**config.mk**
```make
export PLATFORM = sky130hd
export DESIGN_NAME = segbox_prep_flat
export DESIGN_NICKNAME = d
export VERILOG_FILES = /design/src/segbox_pkg.sv /design/src/segbox_if.sv /design/src/segbox_prep.sv /design/src/flat_wrapper.sv
export SDC_FILE = /design/constraint.sdc
export NUM_CORES = 1
export LEC_CHECK = 0
export BUFFER_PORTS_ARGS = -buffer_cell sky130_fd_sc_hd__buf_2
export CORE_MARGIN = 5
export CORE_UTILIZATION = 35
export DETAILED_ROUTE_END_ITERATION = 8
export PLACE_DENSITY = 0.7
export SLEW_MARGIN = 10
export SYNTH_ARGS = -nofsm -noshare
export SYNTH_HDL_FRONTEND = slang
export SYNTH_SLANG_ARGS = --single-unit
```
**constraint.sdc**
```tcl
create_clock -name clk_i -period 10.6 [get_ports clk_i]
set_input_delay 1.59 -clock clk_i [delete_from_list [all_inputs] [get_ports clk_i]]
set_output_delay 1.59 -clock clk_i [all_outputs]
set_load 0.01 [all_outputs]
```
**src/segbox_pkg.sv**
```systemverilog
// Shared constants and helpers for the segment versus box edge crossing block.
// Used by every pipeline stage, the top level and the testbench; no dependencies.
package segbox_pkg;

  localparam int NUM_EDGES = 4;

  typedef enum logic [1:0] {
    EDGE_RIGHT  = 2'd0,
    EDGE_BOTTOM = 2'd1,
    EDGE_LEFT   = 2'd2,
    EDGE_TOP    = 2'd3
  } edge_e;

  function automatic logic edge_is_vertical(edge_e e);
    logic v;
    unique case (e)
      EDGE_RIGHT, EDGE_LEFT: v = 1'b1;
      default:               v = 1'b0;
    endcase
    return v;
  endfunction

endpackage

```
**src/segbox_if.sv**
```systemverilog
// Valid/ready channel interfaces for segment-box beats and hit results.
// Widths follow COORD_BITS; no package dependency.
interface segbox_in_if #(
  parameter int COORD_BITS = 16
);
  logic                         valid;
  logic                         ready;
  logic signed [COORD_BITS-1:0] seg_start_x;
  logic signed [COORD_BITS-1:0] seg_start_y;
  logic signed [COORD_BITS-1:0] seg_end_x;
  logic signed [COORD_BITS-1:0] seg_end_y;
  logic signed [COORD_BITS-1:0] box_center_x;
  logic signed [COORD_BITS-1:0] box_center_y;
  logic        [COORD_BITS-2:0] box_half_w;
  logic        [COORD_BITS-2:0] box_half_h;

  modport source (
    output valid, seg_start_x, seg_start_y, seg_end_x, seg_end_y,
           box_center_x, box_center_y, box_half_w, box_half_h,
    input  ready
  );
  modport sink (
    input  valid, seg_start_x, seg_start_y, seg_end_x, seg_end_y,
           box_center_x, box_center_y, box_half_w, box_half_h,
    output ready
  );
endinterface


```
**src/segbox_prep.sv**
```systemverilog
// Stage 1: box corners, segment and offset vectors, per-edge multiplier operands.
// Depends on segbox_pkg and segbox_in_if.
module segbox_prep #(
  parameter int COORD_BITS = 16
) (
  input  logic                         clk_i,
  input  logic                         rst_ni,
  segbox_in_if.sink                    in_i,
  output logic                         valid_o,
  input  logic                         ready_i,
  output logic signed [COORD_BITS:0]   rx_o,
  output logic signed [COORD_BITS:0]   ry_o,
  output logic signed [COORD_BITS:0]   a_o  [segbox_pkg::NUM_EDGES],
  output logic signed [COORD_BITS+1:0] b_o  [segbox_pkg::NUM_EDGES],
  output logic signed [COORD_BITS:0]   k_o  [segbox_pkg::NUM_EDGES],
  output logic signed [COORD_BITS+1:0] qx_o [segbox_pkg::NUM_EDGES],
  output logic signed [COORD_BITS+1:0] qy_o [segbox_pkg::NUM_EDGES]
);

  localparam int RW = COORD_BITS + 1;
  localparam int QW = COORD_BITS + 2;
  localparam int NE = segbox_pkg::NUM_EDGES;

  logic signed [QW-1:0] ax, ay, bx, by, px, py, hw, hh;
  logic signed [QW-1:0] xr, xl, yt, yb;
  logic signed [QW-1:0] cx [NE];
  logic signed [QW-1:0] cy [NE];
  logic signed [RW-1:0] rx_d, ry_d;
  logic signed [RW-1:0] a_d  [NE];
  logic signed [QW-1:0] b_d  [NE];
  logic signed [RW-1:0] k_d  [NE];
  logic signed [QW-1:0] qx_d [NE];
  logic signed [QW-1:0] qy_d [NE];
  logic signed [RW-1:0] rx_q, ry_q;
  logic signed [RW-1:0] a_q  [NE];
  logic signed [QW-1:0] b_q  [NE];
  logic signed [RW-1:0] k_q  [NE];
  logic signed [QW-1:0] qx_q [NE];
  logic signed [QW-1:0] qy_q [NE];
  logic                 valid_q;
  logic                 adv;

  assign ax = QW'(in_i.seg_start_x);
  assign ay = QW'(in_i.seg_start_y);
  assign bx = QW'(in_i.seg_end_x);
  assign by = QW'(in_i.seg_end_y);
  assign px = QW'(in_i.box_center_x);
  assign py = QW'(in_i.box_center_y);
  assign hw = $signed(QW'(in_i.box_half_w));
  assign hh = $signed(QW'(in_i.box_half_h));

  assign xr = px + hw;
  assign xl = px - hw;
  assign yt = py + hh;
  assign yb = py - hh;

  assign rx_d = RW'(bx - ax);
  assign ry_d = RW'(by - ay);

  always_comb begin
    cx[segbox_pkg::EDGE_RIGHT]  = xr;
    cy[segbox_pkg::EDGE_RIGHT]  = yt;
    cx[segbox_pkg::EDGE_BOTTOM] = xr;
    cy[segbox_pkg::EDGE_BOTTOM] = yb;
    cx[segbox_pkg::EDGE_LEFT]   = xl;
    cy[segbox_pkg::EDGE_LEFT]   = yb;
    cx[segbox_pkg::EDGE_TOP]    = xr;
    cy[segbox_pkg::EDGE_TOP]    = yt;
    k_d[segbox_pkg::EDGE_RIGHT]  = RW'(-(hh + hh));
    k_d[segbox_pkg::EDGE_BOTTOM] = RW'(hw + hw);
    k_d[segbox_pkg::EDGE_LEFT]   = RW'(hh + hh);
    k_d[segbox_pkg::EDGE_TOP]    = RW'(hw + hw);
  end

  for (genvar e = 0; e < NE; e++) begin : g_edge
    localparam logic VERT = segbox_pkg::edge_is_vertical(segbox_pkg::edge_e'(e));
    assign qx_d[e] = cx[e] - ax;
    assign qy_d[e] = cy[e] - ay;
    assign a_d[e]  = VERT ? rx_d : ry_d;
    assign b_d[e]  = VERT ? qx_d[e] : qy_d[e];
  end

  assign adv     = !valid_q || ready_i;
  assign in_i.ready = adv;

  always_ff @(posedge clk_i or negedge rst_ni) begin
    if (!rst_ni) begin
      valid_q <= 1'b0;
    end else if (adv) begin
      valid_q <= in_i.valid;
    end
  end

  always_ff @(posedge clk_i) begin
    if (adv && in_i.valid) begin
      rx_q <= rx_d;
      ry_q <= ry_d;
      a_q  <= a_d;
      b_q  <= b_d;
      k_q  <= k_d;
      qx_q <= qx_d;
      qy_q <= qy_d;
    end
  end

  assign valid_o = valid_q;
  assign rx_o    = rx_q;
  assign ry_o    = ry_q;
  assign a_o     = a_q;
  assign b_o     = b_q;
  assign k_o     = k_q;
  assign qx_o    = qx_q;
  assign qy_o    = qy_q;

endmodule

```
**src/flat_wrapper.sv**
```systemverilog
// flat-port wrapper written by rule: the top's interface ports become plain ports
module segbox_prep_flat 
#(
  parameter int COORD_BITS = 16
)
  (clk_i, rst_ni, valid_o, ready_i, rx_o, ry_o, a_o, b_o, k_o, qx_o, qy_o, in_i_valid, in_i_seg_start_x, in_i_seg_start_y, in_i_seg_end_x, in_i_seg_end_y, in_i_box_center_x, in_i_box_center_y, in_i_box_half_w, in_i_box_half_h, in_i_ready);
  segbox_in_if #(.COORD_BITS(COORD_BITS)) in_i_i ();
  input  logic clk_i;
  input  logic rst_ni;
  output logic valid_o;
  input  logic ready_i;
  output logic signed [COORD_BITS:0] rx_o;
  output logic signed [COORD_BITS:0] ry_o;
  output logic signed [COORD_BITS:0] a_o[segbox_pkg::NUM_EDGES];
  output logic signed [COORD_BITS+1:0] b_o[segbox_pkg::NUM_EDGES];
  output logic signed [COORD_BITS:0] k_o[segbox_pkg::NUM_EDGES];
  output logic signed [COORD_BITS+1:0] qx_o[segbox_pkg::NUM_EDGES];
  output logic signed [COORD_BITS+1:0] qy_o[segbox_pkg::NUM_EDGES];
  input wire logic [$bits(in_i_i.valid)-1:0] in_i_valid;
  input wire logic [$bits(in_i_i.seg_start_x)-1:0] in_i_seg_start_x;
  input wire logic [$bits(in_i_i.seg_start_y)-1:0] in_i_seg_start_y;
  input wire logic [$bits(in_i_i.seg_end_x)-1:0] in_i_seg_end_x;
  input wire logic [$bits(in_i_i.seg_end_y)-1:0] in_i_seg_end_y;
  input wire logic [$bits(in_i_i.box_center_x)-1:0] in_i_box_center_x;
  input wire logic [$bits(in_i_i.box_center_y)-1:0] in_i_box_center_y;
  input wire logic [$bits(in_i_i.box_half_w)-1:0] in_i_box_half_w;
  input wire logic [$bits(in_i_i.box_half_h)-1:0] in_i_box_half_h;
  output wire logic [$bits(in_i_i.ready)-1:0] in_i_ready;
  assign in_i_i.valid = in_i_valid;
  assign in_i_i.seg_start_x = in_i_seg_start_x;
  assign in_i_i.seg_start_y = in_i_seg_start_y;
  assign in_i_i.seg_end_x = in_i_seg_end_x;
  assign in_i_i.seg_end_y = in_i_seg_end_y;
  assign in_i_i.box_center_x = in_i_box_center_x;
  assign in_i_i.box_center_y = in_i_box_center_y;
  assign in_i_i.box_half_w = in_i_box_half_w;
  assign in_i_i.box_half_h = in_i_box_half_h;
  assign in_i_ready = in_i_i.ready;
  segbox_prep #(.COORD_BITS(COORD_BITS)) u_core (.clk_i(clk_i), .rst_ni(rst_ni), .in_i(in_i_i), .valid_o(valid_o), .ready_i(ready_i), .rx_o(rx_o), .ry_o(ry_o), .a_o(a_o), .b_o(b_o), .k_o(k_o), .qx_o(qx_o), .qy_o(qy_o));
endmodule
```
Yosys cells after proc, flatten, opt, wreduce, memory -nomap -nowiden
Index checks and enable logic that the tools add are counted.
{"block": "op_classes", "n_addsub": 13, "n_mul": 0, "div_mod_pow": 0, "n_lt_le_gt_ge": 0, "eq_ne": 0, "n_shift": 0, "n_mux": 0, "bitwise_logic": 0, "reduce_logical": 3}
{"cell": "$sub A17 B16 Y18", "count": 4}
{"cell": "$sub A16 B16 Y17", "count": 4}
{"cell": "$add A16 B16 Y17", "count": 2}
{"cell": "$add A15 B15 Y16", "count": 2}
{"cell": "$neg A17 Y17", "count": 1}
{"cell": "$logic_and A1 B1 Y1", "count": 1}
{"cell": "$logic_not A1 Y1", "count": 1}
{"cell": "$logic_or A1 B1 Y1", "count": 1}
{"block": "word_totals", "ff_bits": 158, "latchBits": 0, "ramBits": 0, "rom_bits": 0, "out_inout_bits": 388, "mem_count": 0}

Depth between registers and ports, before layout
{"block": "depth", "word_depth": 3, "ltp_mapped": 12, "depth_no_buf": 12}

Least setup slack after synthesis
Ideal clock, no wire load.
{"block": "synth_path", "path_kind": "input-to-reg", "start": "input port ready_i", "end": "register u_core.b_q (netlist bit u_core.b_o[0]) (enable)", "setup_ns": 0.529, "t_arrival_ns": 5.267, "required_time_ns": 10.071, "slack_ns": 4.803, "stages": 2, "cell_sequence": "nand2b_1 and2_1"}
{"block": "synth_between", "elab_chain_cells": 2}
{"item": "from (decl)", "line": "flat_wrapper.sv:11", "source": "input logic ready_i;"}
{"item": "$logic_or A1 B1 Y1", "line": "segbox_prep.sv:83", "source": "assign adv = !valid_q || ready_i;"}
{"item": "$logic_and A1 B1 Y1", "line": "segbox_prep.sv:95", "source": "if (adv && in_i.valid) begin"}
{"item": "to (signal assigned)", "line": "segbox_prep.sv:99", "source": "b_q <= b_d;"}
{"item": "to (decl)", "line": "segbox_prep.sv:36", "source": "logic signed [QW-1:0] b_q [NE];"}
No other way between the ends.
A chain may end at the register's enable or synchronous reset.

==> impl_results.md <==
* Port Buffer Count at 510
* Initial antenna violation count at 2
* Critical Path Fanout Max at 5
* Endpoints failing setup at 0
* # DRC at 0
* Placed insts at 2,128
* Crit share post-route at 0.387
* Setup TNS at 0 ns
* Slowest CP cell: fa_1
* FF+latch count, synth at 152
* Grt ovf at 0
* Routed wire length at 38,100 um
* Pin count of the biggest net entering global routing at 77
* Detail Route Antenna Nets at 0
* Post-synthesis average cell area at 9.95 um^2
* Worst setup margin at 6.50 ns
* Pleak at 7.43 nW
* RSZ-0062 raised after global routing: false
* Worst setup SP type: input pin
* Clock Latency Late Sink at 0.44 ns
* Critical Path AT at 4.29 ns
* I/O pin cnt at 518
* Final std cells w/o fill at 2,161
* Max Slew Vio Count at 0
* Least-Margin Pin Slew at 0.995 ns
* Status: completed
* H-tree depth at 4
* Achievable Freq at 244 MHz
* Max Cap Viol at 0
* CP cell instances: buf_2 > inv_1 > fa_1 > inv_1 > ha_1 > nor2b_1 > o31ai_1 > a21oi_1 > a21oi_1 > o21ai_0 > xnor2_1
* Top delay family on crit path: compound AO/OA/AOI/OAI gates
* Synthesized instance count at 1,350
* Critical path buffers and inverters at 3
* Dominant synthesized flop cell: edfxtp_1
* Initial Util at 0.356
* Slew margin rel. at 0.336
* Worst-path clk slew at 0.06 ns
* Post-synth top cells: buf_4, inv_1, edfxtp_1
* GRT Total Usage at 0.171
* CTS tree: built
* Worst VDD drop at 104 uV
* Synth cell types at 71
* # nets final at 1,937
* Setup WS pre-CTS at 6.01 ns
* Worst hold path type: reg -> reg
* Final hold vios at 0
* CTS Sinks at 152
* Placer congestion estimate at 0.896
* Layout cells sized above 1 at 0.338
* Row cnt at 71
* Power per cell area at 160 nW/um^2
* Die Span Y at 206 um
* Max clock buf depth at 2
* Post-CTS Resized at 0
* Synth top area share at 0.338
* HPWL Detailed at 31,500 um
* Hold buffers post-CTS at 0
* Synth top area cells: edfxtp_1, buf_4, ha_1, fa_1, inv_1
* Initial DRC count at 492
* Post-CTS setup buffer count at 0
* Setup Crit Path Kind: in -> reg
* Min cycle time layout at 4.10 ns
* Core area at 37,800 um^2
* Die area at 42,400 um^2
* Crit path capture type: register
* Most frequent cell after synthesis: buf_4
* Area growth syn-to-layout at 14.5%
* Cell area after synthesis at 13,400 um^2
* DR vias/cell at 4.77
* CP required at 10.79 ns
* CTS buffer count at 17
* Worst Skew at 0.00626 ns
* Critical path's largest stage delay at 0.60 ns
* Largest area contributor in the netlist: edfxtp_1
* Asr flop ratio synth at 0.00658
* YS warnings at 0
* Post-synth EDFFs at 151
* Vias in the first global route at 10,100
* Seq/Total Area, Yosys at 0.340
* DIE WIDTH at 206 um
* First-pass GRT wire length at 55,500 um
* DR pass1 iterations at 5
* Vias at 10,300
* Avg WL per Cell at 17.6 um
* CTS root buf: clkbuf_16
layer usage:
| layer | wire, um | track usage |
|---|---|---|
| met3 | 2610 | 0.0312 |
| met2 | 20100 | 0.322 |
| met1 | 14700 | 0.197 |
| met4 | 687 | 0.0468 |
| met5 | 13 | 0 |
layout make-up:
class | instances | area, um^2
Multi-Input combinational cell | 738 | 6260
Clock buffer | 19 | 433
Antenna cell | 1 | 2.50
Sequential cell | 152 | 4560
Timing Repair Buffer | 512 | 2570
Tap cell | 511 | 639
Inverter | 215 | 807
Fill cell | 3684 | 22400
Clock inverter | 13 | 108
worst min-delay path, delay by kind of cell, from the launching register on:
kind             cells  cell delay, ns
DFF                  1            0.34
and+or+nand+nor      2            0.17
state kept, by name (all words and copies together), names as in the netlist:
register	flops
u_core.valid_o	1
u_core.k_o	45
u_core.b_o	72
u_core.ry_o	17
u_core.rx_o	17
worst paths after layout:
path	cells past startpoint	slack, ns	to	startpoint
worst max-delay path	11	6.50	u_core.b_o[16]$_DFFE_PP_	in_i_box_half_h[2]
worst min-delay path	2	0.54	u_core.valid_o$_DFFE_PN0N_	u_core.valid_o$_DFFE_PN0N_
worst max register to register	3	8.68	u_core.k_o[64]$_DFFE_PP_	u_core.valid_o$_DFFE_PN0N_
worst min register to register	2	0.54	u_core.valid_o$_DFFE_PN0N_	u_core.valid_o$_DFFE_PN0N_
max in group asynchronous	1	9.61	u_core.valid_o$_DFFE_PN0N_	rst_ni
min in group asynchronous	1	0.91	u_core.valid_o$_DFFE_PN0N_	rst_ni
metrics by stage:
step	area [um^2]	utilization	hold WS, ns	power (mW)
after floorplan	13500	-	0.622	1.66
after global placement	14800	0.393	0.520	1.88
after detailed placement	14800	0.393	0.524	1.89
after CTS	15400	0.407	0.543	2.49
after global routing	15400	0.407	0.599	2.61
final	15400	0.407	0.543	2.47
cell usage in the layout (no fill, tap or decap), types with 3 or more instances in the layout:
master,netlist,routed
clkbuf_16,0,17
a211o_1,3,3
a21oi_2,3,3
o211ai_1,10,10
fa_1,62,62
a21oi_1,72,72
edfxtp_1,151,151
nor4_1,4,4
o22ai_1,4,4
a21o_1,30,30
nor2_1,51,51
o21bai_1,14,14
nor2b_1,10,10
buf_2,3,510
and3_1,6,6
a2111oi_0,4,4
o31ai_1,5,5
xnor2_1,58,58
clkinv_1,0,3
nor3_1,10,10
nand2_1,51,51
and2_1,5,4
o31a_1,4,4
o21a_1,17,17
nand2b_1,15,15
o21ai_0,48,48
nand3_1,13,13
a221o_1,3,3
inv_1,215,215
nand4_1,15,15
a211oi_1,13,13
ha_1,109,109
clkinvlp_4,0,4
a31oi_1,10,10
conb_1,1,7
o21ai_1,4,4
xor2_1,31,31
or3_1,3,3
clkinv_4,0,3
power by group:
part	internal (mW)	switching, mW
Sequential	0.789	0.0659
Clock	0.320	0.263
Combinational	0.421	0.606
Total	1.53	0.935
logic make-up after synthesis:
| logic type | share of synthesized area |
|---|---|
| buf+inv | 0.196 |
| xor+xnor | 0.0581 |
| compound gates | 0.141 |
| fa+ha+maj | 0.194 |
| flops | 0.340 |
| other cells | 0.000279 |
| simple gates | 0.0713 |
Power figures use the tool's default switching activity.
