==> src/segbox_pkg.sv <==
// Shared constants and helpers for the segment versus box edge crossing block.
// Used by every pipeline stage, the top level and the testbench; no dependencies.
package segbox_pkg;

  localparam int NUM_EDGES = 4;

  typedef enum logic [1:0] {
    EDGE_RIGHT  = 2'd0,
    EDGE_BOTTOM = 2'd1,
    EDGE_LEFT   = 2'd2,
    EDGE_TOP    = 2'd3
  } edge_e;

  function automatic logic edge_is_vertical(edge_e e);
    logic v;
    unique case (e)
      EDGE_RIGHT, EDGE_LEFT: v = 1'b1;
      default:               v = 1'b0;
    endcase
    return v;
  endfunction

endpackage

==> src/segbox_if.sv <==


interface segbox_out_if;
  logic valid;
  logic ready;
  logic hit;

  modport source (output valid, hit, input ready);
  modport sink   (input valid, hit, output ready);
endinterface

==> src/segbox_cmp.sv <==
// Stage 3: u numerator, closed-interval parameter tests, edge OR, result register.
// Depends on segbox_pkg and segbox_out_if.
module segbox_cmp #(
  parameter int COORD_BITS = 16
) (
  input  logic                           clk_i,
  input  logic                           rst_ni,
  input  logic                           valid_i,
  output logic                           ready_o,
  input  logic signed [2*COORD_BITS+1:0] den_i [segbox_pkg::NUM_EDGES],
  input  logic signed [2*COORD_BITS+2:0] tn_i  [segbox_pkg::NUM_EDGES],
  input  logic signed [2*COORD_BITS+2:0] p1_i  [segbox_pkg::NUM_EDGES],
  input  logic signed [2*COORD_BITS+2:0] p2_i  [segbox_pkg::NUM_EDGES],
  segbox_out_if.source                   out_o
);

  localparam int UW = 2 * COORD_BITS + 4;
  localparam int NE = segbox_pkg::NUM_EDGES;

  function automatic logic in_unit(logic signed [UW-1:0] num, logic signed [UW-1:0] den);
    logic ok;
    priority if (den > 0) begin
      ok = (num >= 0) && (num <= den);
    end else if (den < 0) begin
      ok = (num <= 0) && (num >= den);
    end else begin
      ok = 1'b0;
    end
    return ok;
  endfunction

  logic signed [UW-1:0] den_w [NE];
  logic signed [UW-1:0] tn_w  [NE];
  logic signed [UW-1:0] un_w  [NE];
  logic [NE-1:0]        edge_hit;
  logic                 hit_d;
  logic                 hit_q;
  logic                 valid_q;
  logic                 adv;

  for (genvar e = 0; e < NE; e++) begin : g_edge
    assign den_w[e]    = UW'(den_i[e]);
    assign tn_w[e]     = UW'(tn_i[e]);
    assign un_w[e]     = UW'(p1_i[e]) - UW'(p2_i[e]);
    assign edge_hit[e] = in_unit(tn_w[e], den_w[e]) && in_unit(un_w[e], den_w[e]);
  end

  assign hit_d   = |edge_hit;
  assign adv     = !valid_q || out_o.ready;
  assign ready_o = adv;

  always_ff @(posedge clk_i or negedge rst_ni) begin
    if (!rst_ni) begin
      valid_q <= 1'b0;
    end else if (adv) begin
      valid_q <= valid_i;
    end
  end

  always_ff @(posedge clk_i) begin
    if (adv && valid_i) begin
      hit_q <= hit_d;
    end
  end

  assign out_o.valid = valid_q;
  assign out_o.hit   = hit_q;

endmodule

==> src/flat_wrapper.sv <==
// flat-port wrapper written by rule: the top's interface ports become plain ports
module segbox_cmp_flat 
#(
  parameter int COORD_BITS = 16
)
  (clk_i, rst_ni, valid_i, ready_o, den_i, tn_i, p1_i, p2_i, out_o_valid, out_o_hit, out_o_ready);
  segbox_out_if out_o_i ();
  input  logic clk_i;
  input  logic rst_ni;
  input  logic valid_i;
  output logic ready_o;
  input  logic signed [2*COORD_BITS+1:0] den_i[segbox_pkg::NUM_EDGES];
  input  logic signed [2*COORD_BITS+2:0] tn_i[segbox_pkg::NUM_EDGES];
  input  logic signed [2*COORD_BITS+2:0] p1_i[segbox_pkg::NUM_EDGES];
  input  logic signed [2*COORD_BITS+2:0] p2_i[segbox_pkg::NUM_EDGES];
  output wire logic [$bits(out_o_i.valid)-1:0] out_o_valid;
  output wire logic [$bits(out_o_i.hit)-1:0] out_o_hit;
  input wire logic [$bits(out_o_i.ready)-1:0] out_o_ready;
  assign out_o_valid = out_o_i.valid;
  assign out_o_hit = out_o_i.hit;
  assign out_o_i.ready = out_o_ready;
  segbox_cmp #(.COORD_BITS(COORD_BITS)) u_core (.clk_i(clk_i), .rst_ni(rst_ni), .valid_i(valid_i), .ready_o(ready_o), .den_i(den_i), .tn_i(tn_i), .p1_i(p1_i), .p2_i(p2_i), .out_o(out_o_i));
endmodule
==> config.mk <==
export PLATFORM = sky130hd
export DESIGN_NAME = segbox_cmp_flat
export DESIGN_NICKNAME = d
export VERILOG_FILES = /design/src/segbox_pkg.sv /design/src/segbox_if.sv /design/src/segbox_cmp.sv /design/src/flat_wrapper.sv
export SDC_FILE = /design/constraint.sdc
export NUM_CORES = 1
export LEC_CHECK = 0
export ABC_AREA = 1
export BUFFER_PORTS_ARGS = -buffer_cell sky130_fd_sc_hd__buf_2
export CAP_MARGIN = 20
export CORE_MARGIN = 5
export CORE_UTILIZATION = 45
export CTS_BUF_LIST = sky130_fd_sc_hd__clkbuf_2
export CTS_CLUSTER_DIAMETER = 150
export DETAILED_ROUTE_END_ITERATION = 8
export PLACE_DENSITY = 0.72
export SYNTH_ARGS = -nofsm -noshare
export SYNTH_HDL_FRONTEND = slang
export SYNTH_SLANG_ARGS = --single-unit
==> constraint.sdc <==
create_clock -name clk_i -period 1.2 [get_ports clk_i]
set_input_delay 0.18 -clock clk_i [delete_from_list [all_inputs] [get_ports clk_i]]
set_output_delay 0.18 -clock clk_i [all_outputs]
set_load 0.005 [all_outputs]
=== Word level (Yosys, flattened, before mapping) ===
Index checks and enable logic that the tools add are counted.

* Register bits: 2
* Input port bits: 560
* Output and inout bits: 3
* Logic and storage cells: 86

* Add/subtract/negate cells: 4
* $lt $le $gt $ge: 40
* Muxes and demuxes: 16
* Reduce and logical (&&, ||, !) cells: 24

{| class="wikitable"
|+ Operators with widths
! cell !! count
|-
| $ge 36x1->1 const B || 4
|-
| $ge 36x34->1 || 4
|-
| $le 36x1->1 const B || 4
|-
| $le 36x34->1 || 4
|-
| $sub 35x35->36 || 4
|-
| $ge 35x1->1 const B || 4
|-
| $ge 35x34->1 || 4
|-
| $le 35x1->1 const B || 4
|-
| $le 35x34->1 || 4
|-
| $gt 34x1->1 const B || 4
|-
| $lt 34x1->1 const B || 4
|-
| $logic_and 1x1->1 || 21
|-
| $mux 1 || 16
|-
| $reduce_or 4->1 || 1
|-
| $logic_not 1->1 || 1
|-
| $logic_or 1x1->1 || 1
|}

=== Logic depth before layout (Yosys ltp) ===
Gate-level depths: netlist (run 1).

* Depth in word-level cells: 7
* Gate-level depth with buffers: 32
* Depth with buffers taken out: 32

=== Least setup slack after synthesis (run 1) ===
No wires, ideal clock.

* Kind: input port to flip-flop
* Start: in p1_i[105] in the netlist's numbering
* End: reg u_core.hit_q (netlist: u_core.out_o.hit) (data pin)
* Library setup time: 0.260 ns
* Arrival: 3.075 ns
* Data required time: 0.940 ns
* Setup slack: -2.135 ns
* Cell stages on the path: 32
* Buffers on the path: 0
* Cell sequence: inv_1 -> ha_1 -> fa_1 -> nand3b_1 -> nand2_2 -> nand2_1 -> nand2_1 -> nand2_1 -> nand2_1 -> nand2_1 -> nand2_1 -> nand2_1 -> nand2_1 -> nand2_1 -> nand2_1 -> inv_1 -> ha_1 -> nand2_1 -> nor2_1 -> nand2_1 -> nor2_1 -> nand4_1 -> nand3_1 -> nand2_1 -> nand2_1 -> nand2_1 -> nand3_1 -> nand2_1 -> nand2_1 -> inv_1 -> nand2_1 -> nand3_1

* Word-level cells in the longest chain between the ends: 7
* Elaborated cells between the ends (all ways): 11
* Classes of those cells: 1 x add/sub; 4 x order compare; 2 x mux; 4 x reduce/logical

{| class="wikitable"
|+ Ends and longest elaborated chain
! element !! line !! source
|-
| start: declaration || flat_wrapper.sv:14 || <nowiki>input logic signed [2*COORD_BITS+2:0] p1_i[segbox_pkg::NUM_EDGES];</nowiki>
|-
| $sub 35x35->36 * || segbox_cmp.sv:44 || <nowiki>assign un_w[e] = UW'(p1_i[e]) - UW'(p2_i[e]);</nowiki>
|-
| $le 36x1->1 or $ge 36x34->1 (tied branches) || segbox_cmp.sv:25 || <nowiki>ok = (num <= 0) && (num >= den);</nowiki>
|-
| $logic_and 1x1->1 || segbox_cmp.sv:25 ||
|-
| $mux 1 || segbox_cmp.sv:24 || <nowiki>end else if (den < 0) begin</nowiki>
|-
| $mux 1 * || segbox_cmp.sv:22 || <nowiki>priority if (den > 0) begin</nowiki>
|-
| $logic_and 1x1->1 * || segbox_cmp.sv:45 || <nowiki>assign edge_hit[e] = in_unit(tn_w[e], den_w[e]) && in_unit(un_w[e], den_w[e]);</nowiki>
|-
| $reduce_or 4->1 * || segbox_cmp.sv:48 || <nowiki>assign hit_d = |edge_hit;</nowiki>
|-
| named net u_core.hit_d || segbox_cmp.sv:36 || <nowiki>logic hit_d;</nowiki>
|-
| end signal: assignment || segbox_cmp.sv:62 || <nowiki>hit_q <= hit_d;</nowiki>
|-
| end: declaration || segbox_cmp.sv:37 || <nowiki>logic hit_q;</nowiki>
|}

The timed path passes the listed nets; every way through them passes the cells marked *.
A chain may end at the register's enable or synchronous reset.

=== Worst setup path in the final report (run 1) ===
* Start: in p1_i[0] in the netlist's numbering
* End: reg u_core.hit_q (netlist: u_core.out_o.hit) (data pin)

The elaborated chain is that of the path after synthesis.

==> flow_summary.json, run 1 <==
{
  "regToRegSetupSlack_ns": 0.15,
  "drtAntennaViolNets": 0,
  "endpoint": "u_core.out_o.hit$_DFFE_PP_",
  "ir_drop_mv": 0.335,
  "setup_violations": 1,
  "cts.clk_slew.worst_paths_ns": 0.04,
  "ys_seq_elements": 2,
  "multi_input_area_um2": 17400,
  "die_h_um": 221,
  "swShare": 0.538,
  "rr_worst_depth": 2,
  "end_kind": "register",
  "final_common_cell": "nand2_1",
  "cp_common_cell": "nand2_2",
  "viasPerCell": 5.02,
  "post-dp-hpwl_um": 74200,
  "clock_path_buffers": 2,
  "startpoint_type": "input pin",
  "syn2layout_area_growth_pct": 45.8,
  "syn_area_per_cell_um2": 5.29,
  "grt_setup_unrepaired": "true",
  "switching_power_mw": 8.19,
  "ys_seq_area_frac": 0.00276,
  "p_comb_frac": 0.985,
  "drc": 0,
  "initial_core_util": 0.453,
  "antenna_found_initial": 8,
  "dr.pass1.iters": 5,
  "p_int_mw": 7.04,
  "relSlewSlack": 0.698,
  "core_um2": 44000,
  "fin_ws_ns": -2.36,
  "postRouteWirelength_um": 81900,
  "place_ws_ns": -2.68,
  "outcome": "finished with violations",
  "die_area_um2": 48700,
  "port_buffers": 562,
  "r2r_end": "u_core.out_o.hit$_DFFE_PP_",
  "rr_startpoint": "u_core.out_o.valid$_DFFE_PN0N_",
  "wl_met3_um": 6190,
  "ioPinCount": 563,
  "totalPowerFinal_mw": 15.2,
  "hold_ws_ns": 0.350,
  "grt_usage": 0.315,
  "hold_violations": 0,
  "clock_power_share": 0.009,
  "die-width_um": 221,
  "cts_buffers": 3,
  "highest_layer": "met5",
  "hold_path_class": "in -> async",
  "drt_iter0_markers": 1833,
  "ys_types": 50,
  "violations": "negative setup slack",
  "met2_length_um": 38100,
  "fill_cells": 4216,
  "nets": 5956,
  "clock-root-buffer": "clkbuf_2",
  "wl_per_cell_um": 14.7,
  "min_period_over_period": 2.96,
  "tightest_slew_ns": 0.448,
  "power_leakage_nw": 18.1,
  "syn_area_um2": 20000,
  "regArea_um2": 56.3,
  "synth-warning-count": 0,
  "crit_path_top_delay_cell": "fa_2",
  "drive_gt1_frac": 0.289,
  "place_congestion": 1.02,
  "grt_pass1_wl_um": 125000,
  "setup_tns_ns": -2.36,
  "skew_ns": 0.00544,
  "path_max_fanout": 3,
  "finalMaxSlewViolations": 0,
  "period_minus_slack_ns": 3.56,
  "cp.required_ns": 1.15,
  "layout_common_cells": "nand2_1, inv_1, buf_4, buf_2, ha_1",
  "crit_type": "in -> reg",
  "grt_pass1_vias": 25944,
  "fmax_mhz": 281,
  "vias": 27946,
  "grt-ovfl-total": 0,
  "clock-sinks": 2,
  "powerDensity_nw_per_um2": 523,
  "wl_met1_um": 34600,
  "htree_num_levels": 1,
  "cts_tree": "built",
  "crit_start": "p1_i[0]",
  "insertion_delay_ns": 0.20,
  "max_stage_delay_ns": 0.40,
  "power.share.sequential": 0.007,
  "grt_max_degree": 8,
  "maxCapViolations": 0,
  "critPathArrivalTime_ns": 3.51,
  "syn_inst": 3771,
  "synth_fp_nets": 4759,
  "rows": 77
}
[worst min-delay path by stage]
stage | end | depth (start not counted)
2_1_floorplan | u_core.out_o.valid$_DFFE_PN0N_ | 0
3_3_place_gp | u_core.out_o.valid$_DFFE_PN0N_ | 1
3_5_place_dp | u_core.out_o.valid$_DFFE_PN0N_ | 1
4_1_cts | u_core.out_o.valid$_DFFE_PN0N_ | 2
5_1_grt | u_core.out_o.valid$_DFFE_PN0N_ | 2
6_report | u_core.out_o.valid$_DFFE_PN0N_ | 2
[power by group through the flow]
stage	logic, mW	clock network [mW]	registers (mW)
2_1_floorplan	7.80	0	0.0901
3_3_place_gp	13.9	0	0.0992
3_5_place_dp	14.1	0	0.0997
4_1_cts	14.4	0.145	0.0992
5_1_grt	16.8	0.152	0.101
6_report	15.0	0.134	0.100
[metal layers]
metal | GRT usage | up-vias
met3 | 0.0331 | 187
met4 | 0.108 | 6
met1 | 0.403 | 12329
met5 | 0 | -
met2 | 0.551 | 1022
li1 | - | 14402
[synthesized netlist by cell type (all sizes together)]
cell type  number  area [µm²]
or2             3        18.8
and2            8        50.1
buf             1        7.51
clkinv          3        11.3
nor2          346        1370
nand3b         36         274
o21ai         107         551
o21a            6        45.0
ha            424        5310
nand2        1208        4610
a31o            1        8.76
edfxtp          1        30.0
nor4b           2        17.5
o31ai           3        22.5
nand2b          1        6.26
inv           876        3290
nor3           45         272
o211ai          6        45.0
a31oi           9        56.3
nand3         198        1030
a21oi         262        1320
nor4           63         394
and3            7        43.8
xnor2           9        78.8
fa              4        80.1
a41oi           1        8.76
nand4          99         626
dfrtp           1        25.0
nor3b           1        12.5
a211oi          3        22.5
o21bai          5        37.5
xor2           24         240
a21boi          1        7.51
or3             1        6.26
a21o            6        45.0
[final cells by class]
cell class,count,area share
Antenna cell,7,0.000602
Clock buffer,4,0.000688
Inverter,879,0.114
Multi-Input combinational cell,2889,0.597
Sequential cell,2,0.00193
Tap cell,592,0.0254
Timing Repair Buffer,1193,0.261
[logic make-up (layout without fill, tap and decap cells)]
group / Yosys count / after routing / synth area share
xor+xnor: 33 / 33 / 0.0160
flops: 2 / 2 / 0.00276
compound gates: 410 / 410 / 0.109
other cells: 0 / 7 / 0
fa+ha+maj: 428 / 428 / 0.270
buf+inv: 880 / 2076 / 0.166
simple gates: 2018 / 2018 / 0.437
[metrics by stage]
stage               area, µm²  cells   util
global placement        28300   5544  0.642
CTS                     28600   5554  0.650
detailed placement      28300   5544  0.642
global route            29100   5564  0.661
floorplan               20100   3771      -
finish                  29100   5566  0.661
[registers in the layout (all words and copies together) (netlist names)]
| name | flops |
|---|---|
| u_core.out_o.valid | 1 |
| u_core.out_o.hit | 1 |
[repair_timing]
action | 4_1_cts | 5_1_grt
hold endpoints to repair | 1 | 0
hold buffers | 1 | 0
endpoints found under the setup margin | 2 | 2
gates cloned | 0 | 0
gates resized for setup | 61 | 93
pin swaps | 34 | 39
buffers inserted | 5 | 5
[worst max-delay path, delay by kind of cell]
kind / cells / cell delay [ns]
simple gates: 21 / 2.11
compound gates: 1 / 0.06
fa+ha+maj: 3 / 0.83
buf+inv: 5 / 0.33
No activity file was read; power rests on OpenSTA's default activity.
==> run 2, diff against run 1 <==
--- a/config.mk
+++ b/config.mk
@@ -6,14 +6,15 @@
 export NUM_CORES = 1
 export LEC_CHECK = 0
 export ABC_AREA = 1
-export BUFFER_PORTS_ARGS = -buffer_cell sky130_fd_sc_hd__buf_2
 export CAP_MARGIN = 20
 export CORE_MARGIN = 5
 export CORE_UTILIZATION = 45
 export CTS_BUF_LIST = sky130_fd_sc_hd__clkbuf_2
 export CTS_CLUSTER_DIAMETER = 150
 export DETAILED_ROUTE_END_ITERATION = 8
-export PLACE_DENSITY = 0.72
+export DONT_BUFFER_PORTS = 1
+export PLACE_DENSITY = 0.61
+export SKIP_CTS_REPAIR_TIMING = 1
 export SYNTH_ARGS = -nofsm -noshare
 export SYNTH_HDL_FRONTEND = slang
 export SYNTH_SLANG_ARGS = --single-unit
==> run 2 against run 1 <==
Against the previous run:
- the flow still finishes with violations (negative setup slack)
- total power is 11% lower
- sequential share of layout area about the same
- final cell count decreased by 11%
- clock skew up 0.0047 ns
- sequential cell count unchanged
- critical endpoint unchanged
- highest routed layer unchanged
==> flow_summary.json, run 2 (synthesis gave the netlist of run 1 again) <==
{
  "outcome": "finished with violations",
  "violations": "negative setup slack",
  "initial_core_util": 0.453,
  "core_um2": 44000,
  "wl_per_cell_um": 16.2,
  "p_comb_frac": 0.983,
  "hold_violations": 0,
  "switching_power_mw": 7.38,
  "hold_path_class": "in -> reg",
  "nets": 5343,
  "grt_pass1_vias": 23645,
  "dpl.cell_count": 4937,
  "grtUsageMet1": 0.394,
  "cts_buffers": 3,
  "p_int_mw": 6.20,
  "fin_ws_ns": -2.18,
  "cts_tree": "built",
  "clock_power_share": 0.009,
  "rows": 77,
  "place_congestion": 1.02,
  "die_area_um2": 48700,
  "final_common_cell": "nand2_1",
  "period_minus_slack_ns": 3.38,
  "grt_pass1_wl_um": 121000,
  "met3_usage": 0.0551,
  "totalPowerFinal_mw": 13.6,
  "startpoint_type": "input pin",
  "crit_type": "in -> reg",
  "hold_ws_ns": 0.213,
  "maxCapViolations": 0,
  "skew_ns": 0.0102,
  "swShare": 0.543,
  "post-dp-hpwl_um": 74100,
  "ioPinCount": 563,
  "setup_violations": 1,
  "cts.clk_slew.worst_paths_ns": 0.04,
  "vias": 25028,
  "grt-ovfl-total": 0,
  "finalMaxSlewViolations": 0,
  "grt_setup_unrepaired": "true",
  "power.share.sequential": 0.007,
  "ir_drop_mv": 0.283,
  "critPathArrivalTime_ns": 3.33,
  "grt_max_degree": 8,
  "drtAntennaViolNets": 0,
  "die_h_um": 221,
  "htree_num_levels": 1,
  "postRouteWirelength_um": 80200,
  "fill_cells": 4701,
  "relSlewSlack": 0.732,
  "stdcell_count": 4947,
  "end_kind": "register",
  "min_period_over_period": 2.82,
  "die-width_um": 221,
  "antenna_found_initial": 3,
  "power_leakage_nw": 15.6,
  "dr.pass1.iters": 8,
  "port_buffers": 0,
  "layout_common_cells": "nand2_1, inv_1, buf_4, ha_1, nor2_1",
  "insertion_delay_ns": 0.20,
  "clock-root-buffer": "clkbuf_2",
  "clock_path_buffers": 2,
  "powerDensity_nw_per_um2": 527,
  "drt_iter0_markers": 1427,
  "grt_busiest_layer": "met2",
  "fmax_mhz": 295,
  "grt_usage": 0.310,
  "path_max_fanout": 4,
  "cp.required_ns": 1.14,
  "drive_gt1_frac": 0.182,
  "met2_usage": 0.533,
  "clock-sinks": 2,
  "viasPerCell": 5.06,
  "tightest_slew_ns": 0.398,
  "drc": 0,
  "syn2layout_area_growth_pct": 29.0
}
-- run 2: worst max-delay path, cell delays in order --
cell,delay [ns]
inv_1,0.04
ha_2,0.31
nand2_1,0.10
nand2_1,0.07
a21oi_1,0.18
nor2_1,0.06
nor2_1,0.16
nand3_2,0.14
a21o_1,0.18
nand2_1,0.05
nand2_1,0.08
ha_1,0.28
nand2_1,0.06
nor2_2,0.11
inv_1,0.05
or2_4,0.25
nor3_4,0.18
nand4_1,0.17
nand3_1,0.11
nand2_1,0.06
nand2_2,0.09
nand2_1,0.06
nand4_1,0.12
nand2_1,0.08
nor2_2,0.08
nand3_1,0.06
-- run 2: metal layers --
metal / wire, µm / vias up
met5: 26 / -
li1: - / 13180
met2: 36500 / 774
met4: 3380 / 4
met1: 34200 / 10912
met3: 6070 / 158
-- run 2: power by group through the flow --
| stage | clock network [mW] | logic (mW) | registers (mW) |
|---|---|---|---|
| after floorplan | 0 | 7.80 | 0.0901 |
| after global placement | 0 | 12.8 | 0.0987 |
| after detailed placement | 0 | 12.9 | 0.0995 |
| after CTS | 0.138 | 12.9 | 0.0986 |
| after global routing | 0.150 | 15.1 | 0.100 |
| final | 0.128 | 13.3 | 0.0999 |
-- run 2: final timing paths --
kind	from	endpoint	slack (ns)	depth (start not counted)
worst max-delay path	p2_i[17]	u_core.out_o.hit$_DFFE_PP_	-2.18	26
worst min-delay path	valid_i	u_core.out_o.valid$_DFFE_PN0N_	0.21	2
worst max register to register	u_core.out_o.valid$_DFFE_PN0N_	u_core.out_o.hit$_DFFE_PP_	0.35	1
worst min register to register	u_core.out_o.valid$_DFFE_PN0N_	u_core.out_o.hit$_DFFE_PP_	0.60	1
max in group asynchronous	rst_ni	u_core.out_o.valid$_DFFE_PN0N_	0.80	1
min in group asynchronous	rst_ni	u_core.out_o.valid$_DFFE_PN0N_	0.25	1
-- run 2: stage by stage --
stage / util / setup slack (ns) / area, µm² / setup TNS, ns
6_report: 0.585 / -2.18 / 25700 / -2.18
5_1_grt: 0.585 / -2.44 / 25700 / -2.44
4_1_cts: 0.572 / -2.44 / 25200 / -2.44
3_5_place_dp: 0.571 / -2.64 / 25100 / -2.64
3_3_place_gp: 0.571 / -2.57 / 25100 / -2.57
2_1_floorplan: - / -2.02 / 20100 / -2.02
-- run 2: final cells by class --
class,instances,area (µm²),share of cell area
antenna,1,2.50,0.0000972
tap,592,741,0.0288
timing repair buffer,580,4370,0.170
multi-input combinational,2889,17200,0.670
clock buffer,4,20.0,0.000778
sequential,2,55.1,0.00214
inverter,879,3310,0.128
